File: config.mk
export PLATFORM = sky130hd
export DESIGN_NAME = motor_position_pd_two_phase_flat
export DESIGN_NICKNAME = d
export VERILOG_FILES = /design/src/rtl/mppd_pkg.sv /design/src/rtl/mppd_sample_if.sv /design/src/rtl/mppd_command_if.sv /design/src/rtl/motor_position_pd_two_phase.sv /design/src/flat_wrapper.sv
export SDC_FILE = /design/constraint.sdc
export NUM_CORES = 2
export LEC_CHECK = 0
export ABC_CLOCK_PERIOD_IN_PS = 11100
export BUFFER_PORTS_ARGS = -buffer_cell sky130_fd_sc_hd__buf_2
export CAP_MARGIN = 20
export CORE_ASPECT_RATIO = 0.6
export CORE_MARGIN = 1
export CORE_UTILIZATION = 53
export DETAILED_ROUTE_END_ITERATION = 10
export GPL_TIMING_DRIVEN = 0
export PLACE_DENSITY = 0.73
export SYNTH_ARGS = -nofsm -noshare
export SYNTH_HDL_FRONTEND = slang
export SYNTH_SLANG_ARGS = --single-unit
File: constraint.sdc
create_clock -name clk -period 11.1 [get_ports clk]
set_clock_uncertainty 0.2 [all_clocks]
set_input_delay 1.665 -clock clk [delete_from_list [all_inputs] [get_ports clk]]
set_output_delay 1.665 -clock clk [all_outputs]
set_load 0.005 [all_outputs]
File: src/rtl/mppd_pkg.sv
// Package for the two-phase PD position controller.
// Holds the register map, the reset values and the fixed constants.
// No dependencies.
package mppd_pkg;

	// Default widths of position and speed values
	localparam int POSITION_WIDTH_DEF = 32;
	localparam int SPEED_WIDTH_DEF    = 16;

	// Configuration port shape
	localparam int CFG_INDEX_WIDTH = 3;
	localparam int CFG_DATA_WIDTH  = 32;
	localparam int GAIN_WIDTH      = 16;
	localparam int MOTOR_ID_WIDTH  = 2;

	// Register map
	typedef enum logic [CFG_INDEX_WIDTH-1:0] {
		REG_TARGET_POSITION  = 3'd0,
		REG_KP_GAIN          = 3'd1,
		REG_KD_GAIN          = 3'd2,
		REG_COARSE_THRESHOLD = 3'd3,
		REG_MIN_SPEED        = 3'd4,
		REG_MAX_SPEED        = 3'd5,
		REG_MOTOR_SELECT     = 3'd6
	} cfg_index_t;

	// Register reset values
	localparam logic [GAIN_WIDTH-1:0]     KP_GAIN_RST          = 16'd26;
	localparam logic [GAIN_WIDTH-1:0]     KD_GAIN_RST          = 16'd2560;
	localparam logic [GAIN_WIDTH-1:0]     COARSE_THRESHOLD_RST = 16'd200;
	localparam logic [GAIN_WIDTH-1:0]     MIN_SPEED_RST        = 16'd100;
	localparam logic [GAIN_WIDTH-1:0]     MAX_SPEED_RST        = 16'd2000;
	localparam logic [MOTOR_ID_WIDTH-1:0] MOTOR_SELECT_RST     = 2'd0;

	// Drive speed of the coarse phase and stop window around the target
	localparam int FULL_SPEED = 2000;
	localparam int DEADBAND   = 3;

endpackage

File: src/rtl/mppd_sample_if.sv
// Input channel of the PD position controller: one encoder sample per beat.
// Depends on mppd_pkg for the default position width.
interface mppd_sample_if #(
	parameter int POSITION_WIDTH = mppd_pkg::POSITION_WIDTH_DEF
);
	logic                             valid;
	logic                             ready;
	logic signed [POSITION_WIDTH-1:0] measured_position;

	modport source (output valid, output measured_position, input ready);
	modport sink   (input valid, input measured_position, output ready);
endinterface

File: src/rtl/mppd_command_if.sv
// Output channel of the PD position controller: one motor command per beat.
// Depends on mppd_pkg for the default speed and motor id widths.
interface mppd_command_if #(
	parameter int SPEED_WIDTH = mppd_pkg::SPEED_WIDTH_DEF
);
	logic                                valid;
	logic                                ready;
	logic [mppd_pkg::MOTOR_ID_WIDTH-1:0] motor_id;
	logic                                direction;
	logic [SPEED_WIDTH-1:0]              speed;
	logic                                done_res;

	modport source (output valid, output motor_id, output direction, output speed,
		output done_res, input ready);
	modport sink   (input valid, input motor_id, input direction, input speed,
		input done_res, output ready);
endinterface

File: src/rtl/motor_position_pd_two_phase.sv
// Two-phase PD position controller, top level.
// Depends on mppd_pkg, mppd_sample_if and mppd_command_if.
//
// Usage:
//   sample  : valid/ready channel, one signed encoder position per beat.
//   command : valid/ready channel, one motor command per beat (motor id,
//             direction, speed, done).
//   cfg_*   : write-only register port; write while no sample is in flight.
//             Writing the target position restarts the coarse phase.
// Every sample gives exactly one command, in order. An accepted beat is loaded
// into the input register, then passes the error stage, the multiply stage and
// the sum and clamp stage into the output register, from which it is presented.
// One sample can be taken every cycle unless the pipeline is stalled; the four
// registers hold up to four samples, and each stage frees up as soon as the one
// after it moves on. When the receiver stalls, the pipeline fills and then
// sample.ready drops; results wait in the output register and nothing is lost.
// Reset (arst_n low) empties the pipeline, loads the register defaults,
// clears the previous error and returns to the first-sample phase.
module motor_position_pd_two_phase #(
	parameter int POSITION_WIDTH = mppd_pkg::POSITION_WIDTH_DEF,
	parameter int SPEED_WIDTH    = mppd_pkg::SPEED_WIDTH_DEF
) (
	input  logic                                 clk,
	input  logic                                 arst_n,
	input  logic                                 cfg_we,
	input  logic [mppd_pkg::CFG_INDEX_WIDTH-1:0] cfg_index,
	input  logic [mppd_pkg::CFG_DATA_WIDTH-1:0]  cfg_data,
	mppd_sample_if.sink                          sample,
	mppd_command_if.source                       command
);

	localparam int PW = POSITION_WIDTH;
	localparam int SW = SPEED_WIDTH;
	localparam int GW = mppd_pkg::GAIN_WIDTH;

	// Error limits after saturation: +-(2^(PW-1)-1), in PW+1 bits
	localparam logic signed [PW:0] ERR_LIM  = {2'b00, {(PW-1){1'b1}}};
	localparam logic signed [PW:0] ERR_NLIM = {2'b11, {(PW-2){1'b0}}, 1'b1};
	localparam logic [SW-1:0] SPD_TOP = {SW{1'b1}};
	localparam logic [SW-1:0] FULL_SAT =
		(mppd_pkg::FULL_SPEED > (2**SW - 1)) ? SPD_TOP : SW'(mppd_pkg::FULL_SPEED);

	typedef enum logic [1:0] {
		PH_FIRST  = 2'd0,
		PH_COARSE = 2'd1,
		PH_PD     = 2'd2
	} phase_t;

	// Configuration registers
	logic signed [PW-1:0]                target_q;
	logic [GW-1:0]                       kp_q;
	logic [GW-1:0]                       kd_q;
	logic [GW-1:0]                       coarse_thr_q;
	logic [GW-1:0]                       min_speed_q;
	logic [GW-1:0]                       max_speed_q;
	logic [mppd_pkg::MOTOR_ID_WIDTH-1:0] motor_sel_q;

	// Controller state
	phase_t               phase_q;
	logic signed [PW-1:0] prev_err_q;

	// Pipeline valids and payload
	logic                 v_s1, v_s2, v_s3, vo_q;
	logic signed [PW-1:0] pos_s1;
	logic                 coarse_s2, stop_s2, dir_s2;
	logic [PW-2:0]        mag_s2;
	logic signed [PW:0]   d_s2;
	logic                 coarse_s3, stop_s3, dir_s3;
	logic [PW+14:0]       prod_kp_s3;
	logic signed [PW+16:0] prod_kd_s3;
	logic [mppd_pkg::MOTOR_ID_WIDTH-1:0] motor_id_q;
	logic                 dir_q;
	logic [SW-1:0]        speed_q;
	logic                 done_q;

	// Stage flow control
	logic free_o, free3, free2, free1;

	// Stage 1 logic
	logic signed [PW:0]   err_full;
	logic signed [PW-1:0] err_sat;
	logic signed [PW-1:0] err_negated;
	logic                 err_neg;
	logic [PW-2:0]        mag;
	logic signed [PW-1:0] prev_err;
	logic signed [PW:0]   diff;
	logic signed [PW:0]   d_adj;
	logic                 coarse;
	logic                 stop;

	// Stage 2 and 3 logic
	logic [PW+14:0]        prod_kp;
	logic signed [PW+16:0] prod_kd;
	logic signed [PW+17:0] pd_sum;
	logic [PW+8:0]         pd_shift;
	logic [GW-1:0]         pd_speed;
	logic [SW-1:0]         pd_speed_sat;
	logic [SW-1:0]         speed_next;

	assign free_o = !vo_q || command.ready;
	assign free3  = !v_s3 || free_o;
	assign free2  = !v_s2 || free3;
	assign free1  = !v_s1 || free2;
	assign sample.ready = free1;

	// Error, magnitude, derivative and phase decision
	always_comb begin
		err_full = {target_q[PW-1], target_q} - {pos_s1[PW-1], pos_s1};
		if (err_full > ERR_LIM) begin
			err_sat = ERR_LIM[PW-1:0];
		end else if (err_full < ERR_NLIM) begin
			err_sat = ERR_NLIM[PW-1:0];
		end else begin
			err_sat = err_full[PW-1:0];
		end
		err_neg     = err_sat[PW-1];
		err_negated = -err_sat;
		mag         = err_neg ? err_negated[PW-2:0] : err_sat[PW-2:0];
		prev_err    = (phase_q == PH_FIRST) ? err_sat : prev_err_q;
		diff        = {err_sat[PW-1], err_sat} - {prev_err[PW-1], prev_err};
		d_adj       = err_neg ? -diff : diff;
		coarse      = (phase_q != PH_PD) && ({1'b0, mag} > PW'(coarse_thr_q));
		stop        = !coarse && ({1'b0, mag} <= PW'(mppd_pkg::DEADBAND));
	end

	// Proportional and derivative products
	always_comb begin
		prod_kp = (PW+15)'(mag_s2) * (PW+15)'(kp_q);
		prod_kd = signed'({{16{d_s2[PW]}}, d_s2}) * signed'({{(PW+1){1'b0}}, kd_q});
	end

	// Sum, scale and clamp
	always_comb begin
		pd_sum   = signed'({3'b000, prod_kp_s3}) + {prod_kd_s3[PW+16], prod_kd_s3};
		pd_shift = pd_sum[PW+16:8];
		if (pd_sum[PW+17]) begin
			pd_speed = min_speed_q;
		end else if (pd_shift < (PW+9)'(min_speed_q)) begin
			pd_speed = min_speed_q;
		end else if (pd_shift > (PW+9)'(max_speed_q)) begin
			pd_speed = max_speed_q;
		end else begin
			pd_speed = pd_shift[GW-1:0];
		end
		if (pd_speed > GW'(SPD_TOP)) begin
			pd_speed_sat = SPD_TOP;
		end else begin
			pd_speed_sat = pd_speed[SW-1:0];
		end
		if (coarse_s3) begin
			speed_next = FULL_SAT;
		end else if (stop_s3) begin
			speed_next = '0;
		end else begin
			speed_next = pd_speed_sat;
		end
	end

	// Configuration writes; a new target restarts the coarse phase
	always_ff @(posedge clk or negedge arst_n) begin
		if (!arst_n) begin
			target_q     <= '0;
			kp_q         <= mppd_pkg::KP_GAIN_RST;
			kd_q         <= mppd_pkg::KD_GAIN_RST;
			coarse_thr_q <= mppd_pkg::COARSE_THRESHOLD_RST;
			min_speed_q  <= mppd_pkg::MIN_SPEED_RST;
			max_speed_q  <= mppd_pkg::MAX_SPEED_RST;
			motor_sel_q  <= mppd_pkg::MOTOR_SELECT_RST;
		end else if (cfg_we) begin
			unique case (cfg_index)
				mppd_pkg::REG_TARGET_POSITION:  target_q     <= cfg_data[PW-1:0];
				mppd_pkg::REG_KP_GAIN:          kp_q         <= cfg_data[GW-1:0];
				mppd_pkg::REG_KD_GAIN:          kd_q         <= cfg_data[GW-1:0];
				mppd_pkg::REG_COARSE_THRESHOLD: coarse_thr_q <= cfg_data[GW-1:0];
				mppd_pkg::REG_MIN_SPEED:        min_speed_q  <= cfg_data[GW-1:0];
				mppd_pkg::REG_MAX_SPEED:        max_speed_q  <= cfg_data[GW-1:0];
				mppd_pkg::REG_MOTOR_SELECT:
					motor_sel_q <= cfg_data[mppd_pkg::MOTOR_ID_WIDTH-1:0];
				default: ;
			endcase
		end
	end

	// Phase and previous error advance as a sample leaves stage 1
	always_ff @(posedge clk or negedge arst_n) begin
		if (!arst_n) begin
			phase_q    <= PH_FIRST;
			prev_err_q <= '0;
		end else if (cfg_we && (cfg_index == mppd_pkg::REG_TARGET_POSITION)) begin
			phase_q <= PH_FIRST;
		end else if (v_s1 && free2) begin
			phase_q    <= coarse ? PH_COARSE : PH_PD;
			prev_err_q <= err_sat;
		end
	end

	// Pipeline valids
	always_ff @(posedge clk or negedge arst_n) begin
		if (!arst_n) begin
			v_s1 <= 1'b0;
			v_s2 <= 1'b0;
			v_s3 <= 1'b0;
			vo_q <= 1'b0;
		end else begin
			if (free1) v_s1 <= sample.valid;
			if (free2) v_s2 <= v_s1;
			if (free3) v_s3 <= v_s2;
			if (free_o) vo_q <= v_s3;
		end
	end

	// Pipeline payload
	always_ff @(posedge clk) begin
		if (free1 && sample.valid) begin
			pos_s1 <= sample.measured_position;
		end
		if (free2 && v_s1) begin
			coarse_s2 <= coarse;
			stop_s2   <= stop;
			dir_s2    <= err_neg;
			mag_s2    <= mag;
			d_s2      <= d_adj;
		end
		if (free3 && v_s2) begin
			coarse_s3  <= coarse_s2;
			stop_s3    <= stop_s2;
			dir_s3     <= dir_s2 && !stop_s2;
			prod_kp_s3 <= prod_kp;
			prod_kd_s3 <= prod_kd;
		end
		if (free_o && v_s3) begin
			motor_id_q <= motor_sel_q;
			dir_q      <= dir_s3;
			speed_q    <= speed_next;
			done_q     <= stop_s3;
		end
	end

	assign command.valid     = vo_q;
	assign command.motor_id  = motor_id_q;
	assign command.direction = dir_q;
	assign command.speed     = speed_q;
	assign command.done_res  = done_q;

endmodule

File: src/flat_wrapper.sv
// flat-port wrapper written by rule: the top's interface ports become plain ports
module motor_position_pd_two_phase_flat 
#(
	parameter int POSITION_WIDTH = mppd_pkg::POSITION_WIDTH_DEF,
	parameter int SPEED_WIDTH    = mppd_pkg::SPEED_WIDTH_DEF
)
  (clk, arst_n, cfg_we, cfg_index, cfg_data, sample_valid, sample_measured_position, sample_ready, command_valid, command_motor_id, command_direction, command_speed, command_done_res, command_ready);
  mppd_sample_if #(.POSITION_WIDTH(POSITION_WIDTH)) sample_i ();
  mppd_command_if #(.SPEED_WIDTH(SPEED_WIDTH)) command_i ();
  input  logic clk;
  input  logic arst_n;
  input  logic cfg_we;
  input  logic [mppd_pkg::CFG_INDEX_WIDTH-1:0] cfg_index;
  input  logic [mppd_pkg::CFG_DATA_WIDTH-1:0] cfg_data;
  input wire logic [$bits(sample_i.valid)-1:0] sample_valid;
  input wire logic [$bits(sample_i.measured_position)-1:0] sample_measured_position;
  output wire logic [$bits(sample_i.ready)-1:0] sample_ready;
  output wire logic [$bits(command_i.valid)-1:0] command_valid;
  output wire logic [$bits(command_i.motor_id)-1:0] command_motor_id;
  output wire logic [$bits(command_i.direction)-1:0] command_direction;
  output wire logic [$bits(command_i.speed)-1:0] command_speed;
  output wire logic [$bits(command_i.done_res)-1:0] command_done_res;
  input wire logic [$bits(command_i.ready)-1:0] command_ready;
  assign sample_i.valid = sample_valid;
  assign sample_i.measured_position = sample_measured_position;
  assign sample_ready = sample_i.ready;
  assign command_valid = command_i.valid;
  assign command_motor_id = command_i.motor_id;
  assign command_direction = command_i.direction;
  assign command_speed = command_i.speed;
  assign command_done_res = command_i.done_res;
  assign command_i.ready = command_ready;
  motor_position_pd_two_phase #(.POSITION_WIDTH(POSITION_WIDTH), .SPEED_WIDTH(SPEED_WIDTH)) u_core (.clk(clk), .arst_n(arst_n), .cfg_we(cfg_we), .cfg_index(cfg_index), .cfg_data(cfg_data), .sample(sample_i), .command(command_i));
endmodule
# After elaboration in Yosys (flattened, before gate mapping)
# Index checks and enable logic that the tools add are counted.
[word_totals] wordCells=94 regBits=370
[op_classes] n_lt_le_gt_ge=7 reduce_logical=30 muxes=13 n_mul=2 addsub=5 n_bitwise=1 n_eq_ne=7
[op_table] op="$mux 32" n=3
[op_table] op="$sub 32x32->33" n=2
[op_table] op="$mux 16" n=4
[op_table] op="$add 48x49->50" n=1
[op_table] op="$mul 33x17->49" n=1
[op_table] op="$mul 31x16->47" n=1
[op_table] op="$gt 41x16->1" n=1
[op_table] op="$lt 41x16->1" n=1
[op_table] op="$gt 33x32->1 const B" n=1
[op_table] op="$lt 33x32->1 const B" n=1
[op_table] op="$mux 33" n=1
[op_table] op="$neg 33->33" n=1
[op_table] op="$gt 31x16->1" n=1
[op_table] op="$le 31x2->1 const B" n=1
[op_table] op="$mux 31" n=1
[op_table] op="$neg 31->31" n=1
[op_table] op="$gt 16x16->1 const B" n=1
[op_table] op="$reduce_and 2->1" n=8
[op_table] op="$mux 11" n=1
[op_table] op="$eq 3x3->1 const B" n=3
[op_table] op="$logic_and 1x1->1" n=8
[op_table] op="$eq 3x2->1 const B" n=2
[op_table] op="$logic_not 1->1" n=6
[op_table] op="$mux 2" n=3
[op_table] op="other kinds (8)" n=11

# Longest topological paths before layout
[logic_depth] depth_word=11 mapped_depth=35

# Worst setup path before layout
# No wires, ideal clock.
[synth_path] path_kind="register to register" start="register u_core.kd_q[7]" end="register u_core.prod_kd_s3[48], data pin" arrival_ns=7.654 stages_incl_launch_ff=29 synth_period_minus_slack_ns=7.989 n_path_buf=3 slack_ns=3.111 path_cell_list="dfrtp_1 > clkbuf_1 > clkbuf_1 > nand2_1 > fa_1 > inv_1 > fa_1 > inv_1 > fa_1 > fa_1 > inv_1 > fa_1 > fa_1 > ha_1 > clkbuf_1 > a21oi_1 > o21ai_0 > a41oi_1 > a21oi_1 > o41ai_1 > a211oi_1 > a211oi_1 > o2111a_1 > nor3_1 > a2111oi_2 > o21ai_0 > a221o_1 > or4_1 > nand3_1"
[synth_via] elab_chain_len=1
[synth_lines] item="start: declaration" line="motor_position_pd_two_phase.sv:52" rtl="logic [GW-1:0] kd_q;"
[synth_lines] item="start signal: assignment" line="motor_position_pd_two_phase.sv:164" rtl="kd_q <= mppd_pkg::KD_GAIN_RST;"
[synth_lines] item="start signal: assignment" line="motor_position_pd_two_phase.sv:173" rtl="mppd_pkg::REG_KD_GAIN: kd_q <= cfg_data[GW-1:0];"
[synth_lines] item="$mul 33x17->49" line="motor_position_pd_two_phase.sv:129" rtl="prod_kd = signed'({{16{d_s2[PW]}}, d_s2}) * signed'({{(PW+1){1'b0}}, kd_q});"
[synth_lines] item="via u_core.prod_kd[48]" line="motor_position_pd_two_phase.sv:93" rtl="logic signed [PW+16:0] prod_kd;"
[synth_lines] item="end signal: assignment" line="motor_position_pd_two_phase.sv:229" rtl="prod_kd_s3 <= prod_kd;"
[synth_lines] item="end: declaration" line="motor_position_pd_two_phase.sv:70" rtl="logic signed [PW+16:0] prod_kd_s3;"
# The timed path passes the listed nets, and every way through them passes these cells.
# A chain may end at the register's enable or synchronous reset.

# Worst setup path after layout
[layout_path] start="register u_core.kd_q[6]" end="register u_core.prod_kd_s3[48], data pin"
# Same word-level chain as after synthesis.

==> metrics <==
DR vias around 43000; mux cell area share after synthesis 0.0337; ys flop type edfxtp_1; 1st-pass router iterations 6; Slew Viols, Final 0; Slew headroom 0.155; largest cells by area after synthesis fa_1 33%, edfxtp_1 12%, ha_1 8.9%, inv_1 7.1%, dfrtp_1 6.1%; Starting Density 0.537; Fmax 93.1 MHz; Arrival @ worst endpoint 11.01 ns; Post-synth EDFFs roughly 220; DRC violations left 0; post-DR wirelength/cell 24.4 um; I/O Pins 94; crit-path max FO 10; Min-Delay Path Depth 0; Simple-Gate Fraction of Synth Area 0.155; die height 252 um; CP max stage delay a little over 0.9 ns; latest clock arrival within the worst-skew pair 0.63 ns; Die Area 106000 um^2; largest area contributor in the netlist fa_1; all-layer global routing usage 0.347; startpoint types flop; Hold Buf Count CTS 0; placed cell areas 57700 um^2; NumNets Final 7373; vias per inst 5.84; initial antenna violation count 12; FF-to-FF path depth 28; Synth Area in Compound Gates 0.0889; cell area after synthesis 55400 um^2; layout overhead on the synthesized area 6.76%; Num CTS Buffers 39; Net Count, Synth 7231; wire length of the first global-routing pass 271000 um; Final setup viols 0; Final min period ~11 ns; clk buf depth 3; status complete, no violations; largest net degree at the start of global routing 99; max-cap violation count 0; worst min path class flop to flop; setup_tns 0 ns; CTS root buf clkbuf_16; core area 103000 um^2; post-route ant nets 0; filler instances around 9200; Worst Path Required 11.36 ns; CTS Sinks 370; critical path class flop to flop; Final Cell Area between 50000 and 60000 um^2; Yosys warning count 0; adder-cell share of the synthesized area 0.416; Overflow after GRT 0; fin crit share 0.968; cell mode on critical path fa_1; TritonCTS clock tree built; vias in the first global route around 42000; async set-or-reset flop fraction in the synthesized netlist 0.411; Worst-path clk slew 0.07 ns; post-CTS setup buffer count 0; Die W 419 um; final WL 182000 um; endpoints failing hold 0; synth unique cells 101; Worst Max-Slew Pin Slew between 1 and 1.5 ns; PortBufs between 90 and 100; layout cells sized above 1 0.0623; drt initial violations 4509; H-Tree Level Count 2; XOR/XNOR share of the synthesized area 0.0308; Non-Filler Instances 7435; Rows 91; #FFs+latches synth 370; CP max stage cell a211oi_1; post_cts resized 0; dpl hpwl approximately 150000 um; Synth top area share 0.327; global placement routability congestion 1.03; Mapped Cells ~5900; largest family of logic cells by synthesized area adder cells; CP Capture Type flop; RSZ-0062 raised after global routing false; sequential area share after synthesis 0.187; Mapped Avg Cell Area 9.45 um^2; placed insts 7354
## cell usage after synthesis (9+ instances only)
| master | instances |
|---|---|
| clkbuf_1 | 232 |
| dfstp_2 | 17 |
| and2_1 | 360 |
| nand2b_1 | 48 |
| nor3b_1 | 10 |
| or3_1 | 25 |
| a21oi_1 | 194 |
| or2_2 | 15 |
| edfxtp_1 | 218 |
| mux2_2 | 123 |
| and3_1 | 36 |
| xor2_1 | 51 |
| ha_1 | 394 |
| o21ai_0 | 146 |
| nor3_1 | 68 |
| nand3_1 | 75 |
| nand4_1 | 24 |
| o211ai_1 | 17 |
| a21o_1 | 73 |
| nor2_1 | 179 |
| fa_1 | 904 |
| nor4_1 | 18 |
| o31ai_1 | 24 |
| dfrtp_1 | 135 |
| nand2_1 | 854 |
| o21a_1 | 45 |
| nor2b_1 | 38 |
| o21ai_1 | 9 |
| a211oi_1 | 28 |
| inv_1 | 1053 |
| o2111ai_1 | 11 |
| a31oi_1 | 18 |
| mux2i_1 | 48 |
| a2111oi_0 | 13 |
| xnor2_1 | 140 |
| o21bai_1 | 22 |
## routing by layer
metal / global-route usage / vias up / share of wire
li1: - / 18900 / -
met1: 0.535 / 21800 / 0.45
met2: 0.441 / 2438 / 0.37
met3: 0.154 / 291 / 0.16
met4: 0.0697 / 2 / 0.024
met5: 0 / - / 0.000050
## kinds of logic after synthesis
| group | after synthesis |
|---|---|
| AND/OR/NAND/NOR | 1793 |
| buffers and inverters | 1300 |
| adder cells (fa/ha/maj) | 1300 |
| AO/OA/AOI/OAI | 734 |
| flip-flops | 370 |
| XOR/XNOR | 193 |
| multiplexers | 171 |
## final cells by class
type,instances,area [um^2],share of cell area
Buffer,246,940,0.0159
Inverter,1054,3960,0.0669
Sequential cell,370,10400,0.175
Clock buffer,46,1050,0.0178
Multi-Input combinational cell,4191,40200,0.679
Clock inverter,26,309,0.00523
Antenna cell,6,15.0,0.000254
Tap cell,1395,1750,0.0295
Timing Repair Buffer,101,599,0.0101
## metrics by stage
| stage | hold slack [ns] | util | setup WS [ns] |
|---|---|---|---|
| 2_1_floorplan | 0.200 | - | 3.11 |
| 3_3_place_gp | 0.208 | 0.558 | 0.895 |
| 3_5_place_dp | 0.237 | 0.560 | 0.834 |
| 4_1_cts | 0.227 | 0.573 | 0.749 |
| 5_1_grt | 0.220 | 0.573 | 0.154 |
| 6_report | 0.220 | 0.573 | 0.355 |
## state kept, by name (all words and copies together) (netlist names), 2 cells and up
register                 count
u_core.coarse_thr_q         16
u_core.command.motor_id      2
u_core.command.speed        16
u_core.d_s2                 33
u_core.kd_q                 16
u_core.kp_q                 16
u_core.mag_s2               31
u_core.max_speed_q          16
u_core.min_speed_q          16
u_core.motor_sel_q           2
u_core.phase_q               2
u_core.pos_s1               32
u_core.prev_err_q           32
u_core.prod_kd_s3           49
u_core.prod_kp_s3           47
u_core.target_q             32
## final timing paths
| path | slack, ns | to | start |
|---|---|---|---|
| max in group asynchronous | 8.88 | u_core.max_speed_q[3]$_DFFE_PN0P_ | arst_n |
| worst min-delay path | 0.22 | u_core.command.direction$_DFFE_PP_ | u_core.dir_s3$_DFFE_PP_ |
| min in group asynchronous | 0.77 | u_core.target_q[22]$_DFFE_PN0P_ | arst_n |
| worst max-delay path | 0.36 | u_core.prod_kd_s3[48]$_DFFE_PP_ | u_core.kd_q[6]$_DFFE_PN0P_ |
| worst min register to register | 0.22 | u_core.command.direction$_DFFE_PP_ | u_core.dir_s3$_DFFE_PP_ |
| worst max register to register | 0.36 | u_core.prod_kd_s3[48]$_DFFE_PP_ | u_core.kd_q[6]$_DFFE_PN0P_ |
## placed cells by master (no fill, tap or decap), types with 9 or more instances in the layout
cell type,instances
and3_1,36
nand4_1,24
or2_2,15
nor4_1,18
a2111oi_0,12
o2111ai_1,11
nand2_1,854
ha_1,394
o21bai_1,22
a21oi_1,194
a211oi_1,28
clkbuf_1,235
clkbuf_16,40
o31ai_1,24
a21o_1,73
nand3_1,75
nor3b_1,9
nor2b_1,37
a31oi_1,18
or3_1,25
xor2_1,51
edfxtp_1,218
mux2_2,123
o211ai_1,17
xnor2_1,140
fa_1,904
nand2b_1,48
o21ai_0,146
dfstp_2,17
nor3_1,67
inv_1,1052
buf_2,99
nor2_1,179
o21ai_1,9
o21a_1,45
dfrtp_1,135
and2_1,358
mux2i_1,48
## worst max-delay path, delay by kind of cell, from the launching register on
kind	cells	cell delay, ns
simple gates	4	0.76
compound gates	11	4.35
flops	1	0.32
buf+inv	6	1.44
fa+ha+maj	7	3.49
Power is left out: the tool's default activity adds up to more than one toggle a clock period on the data nets, which glitch-free logic cannot reach.
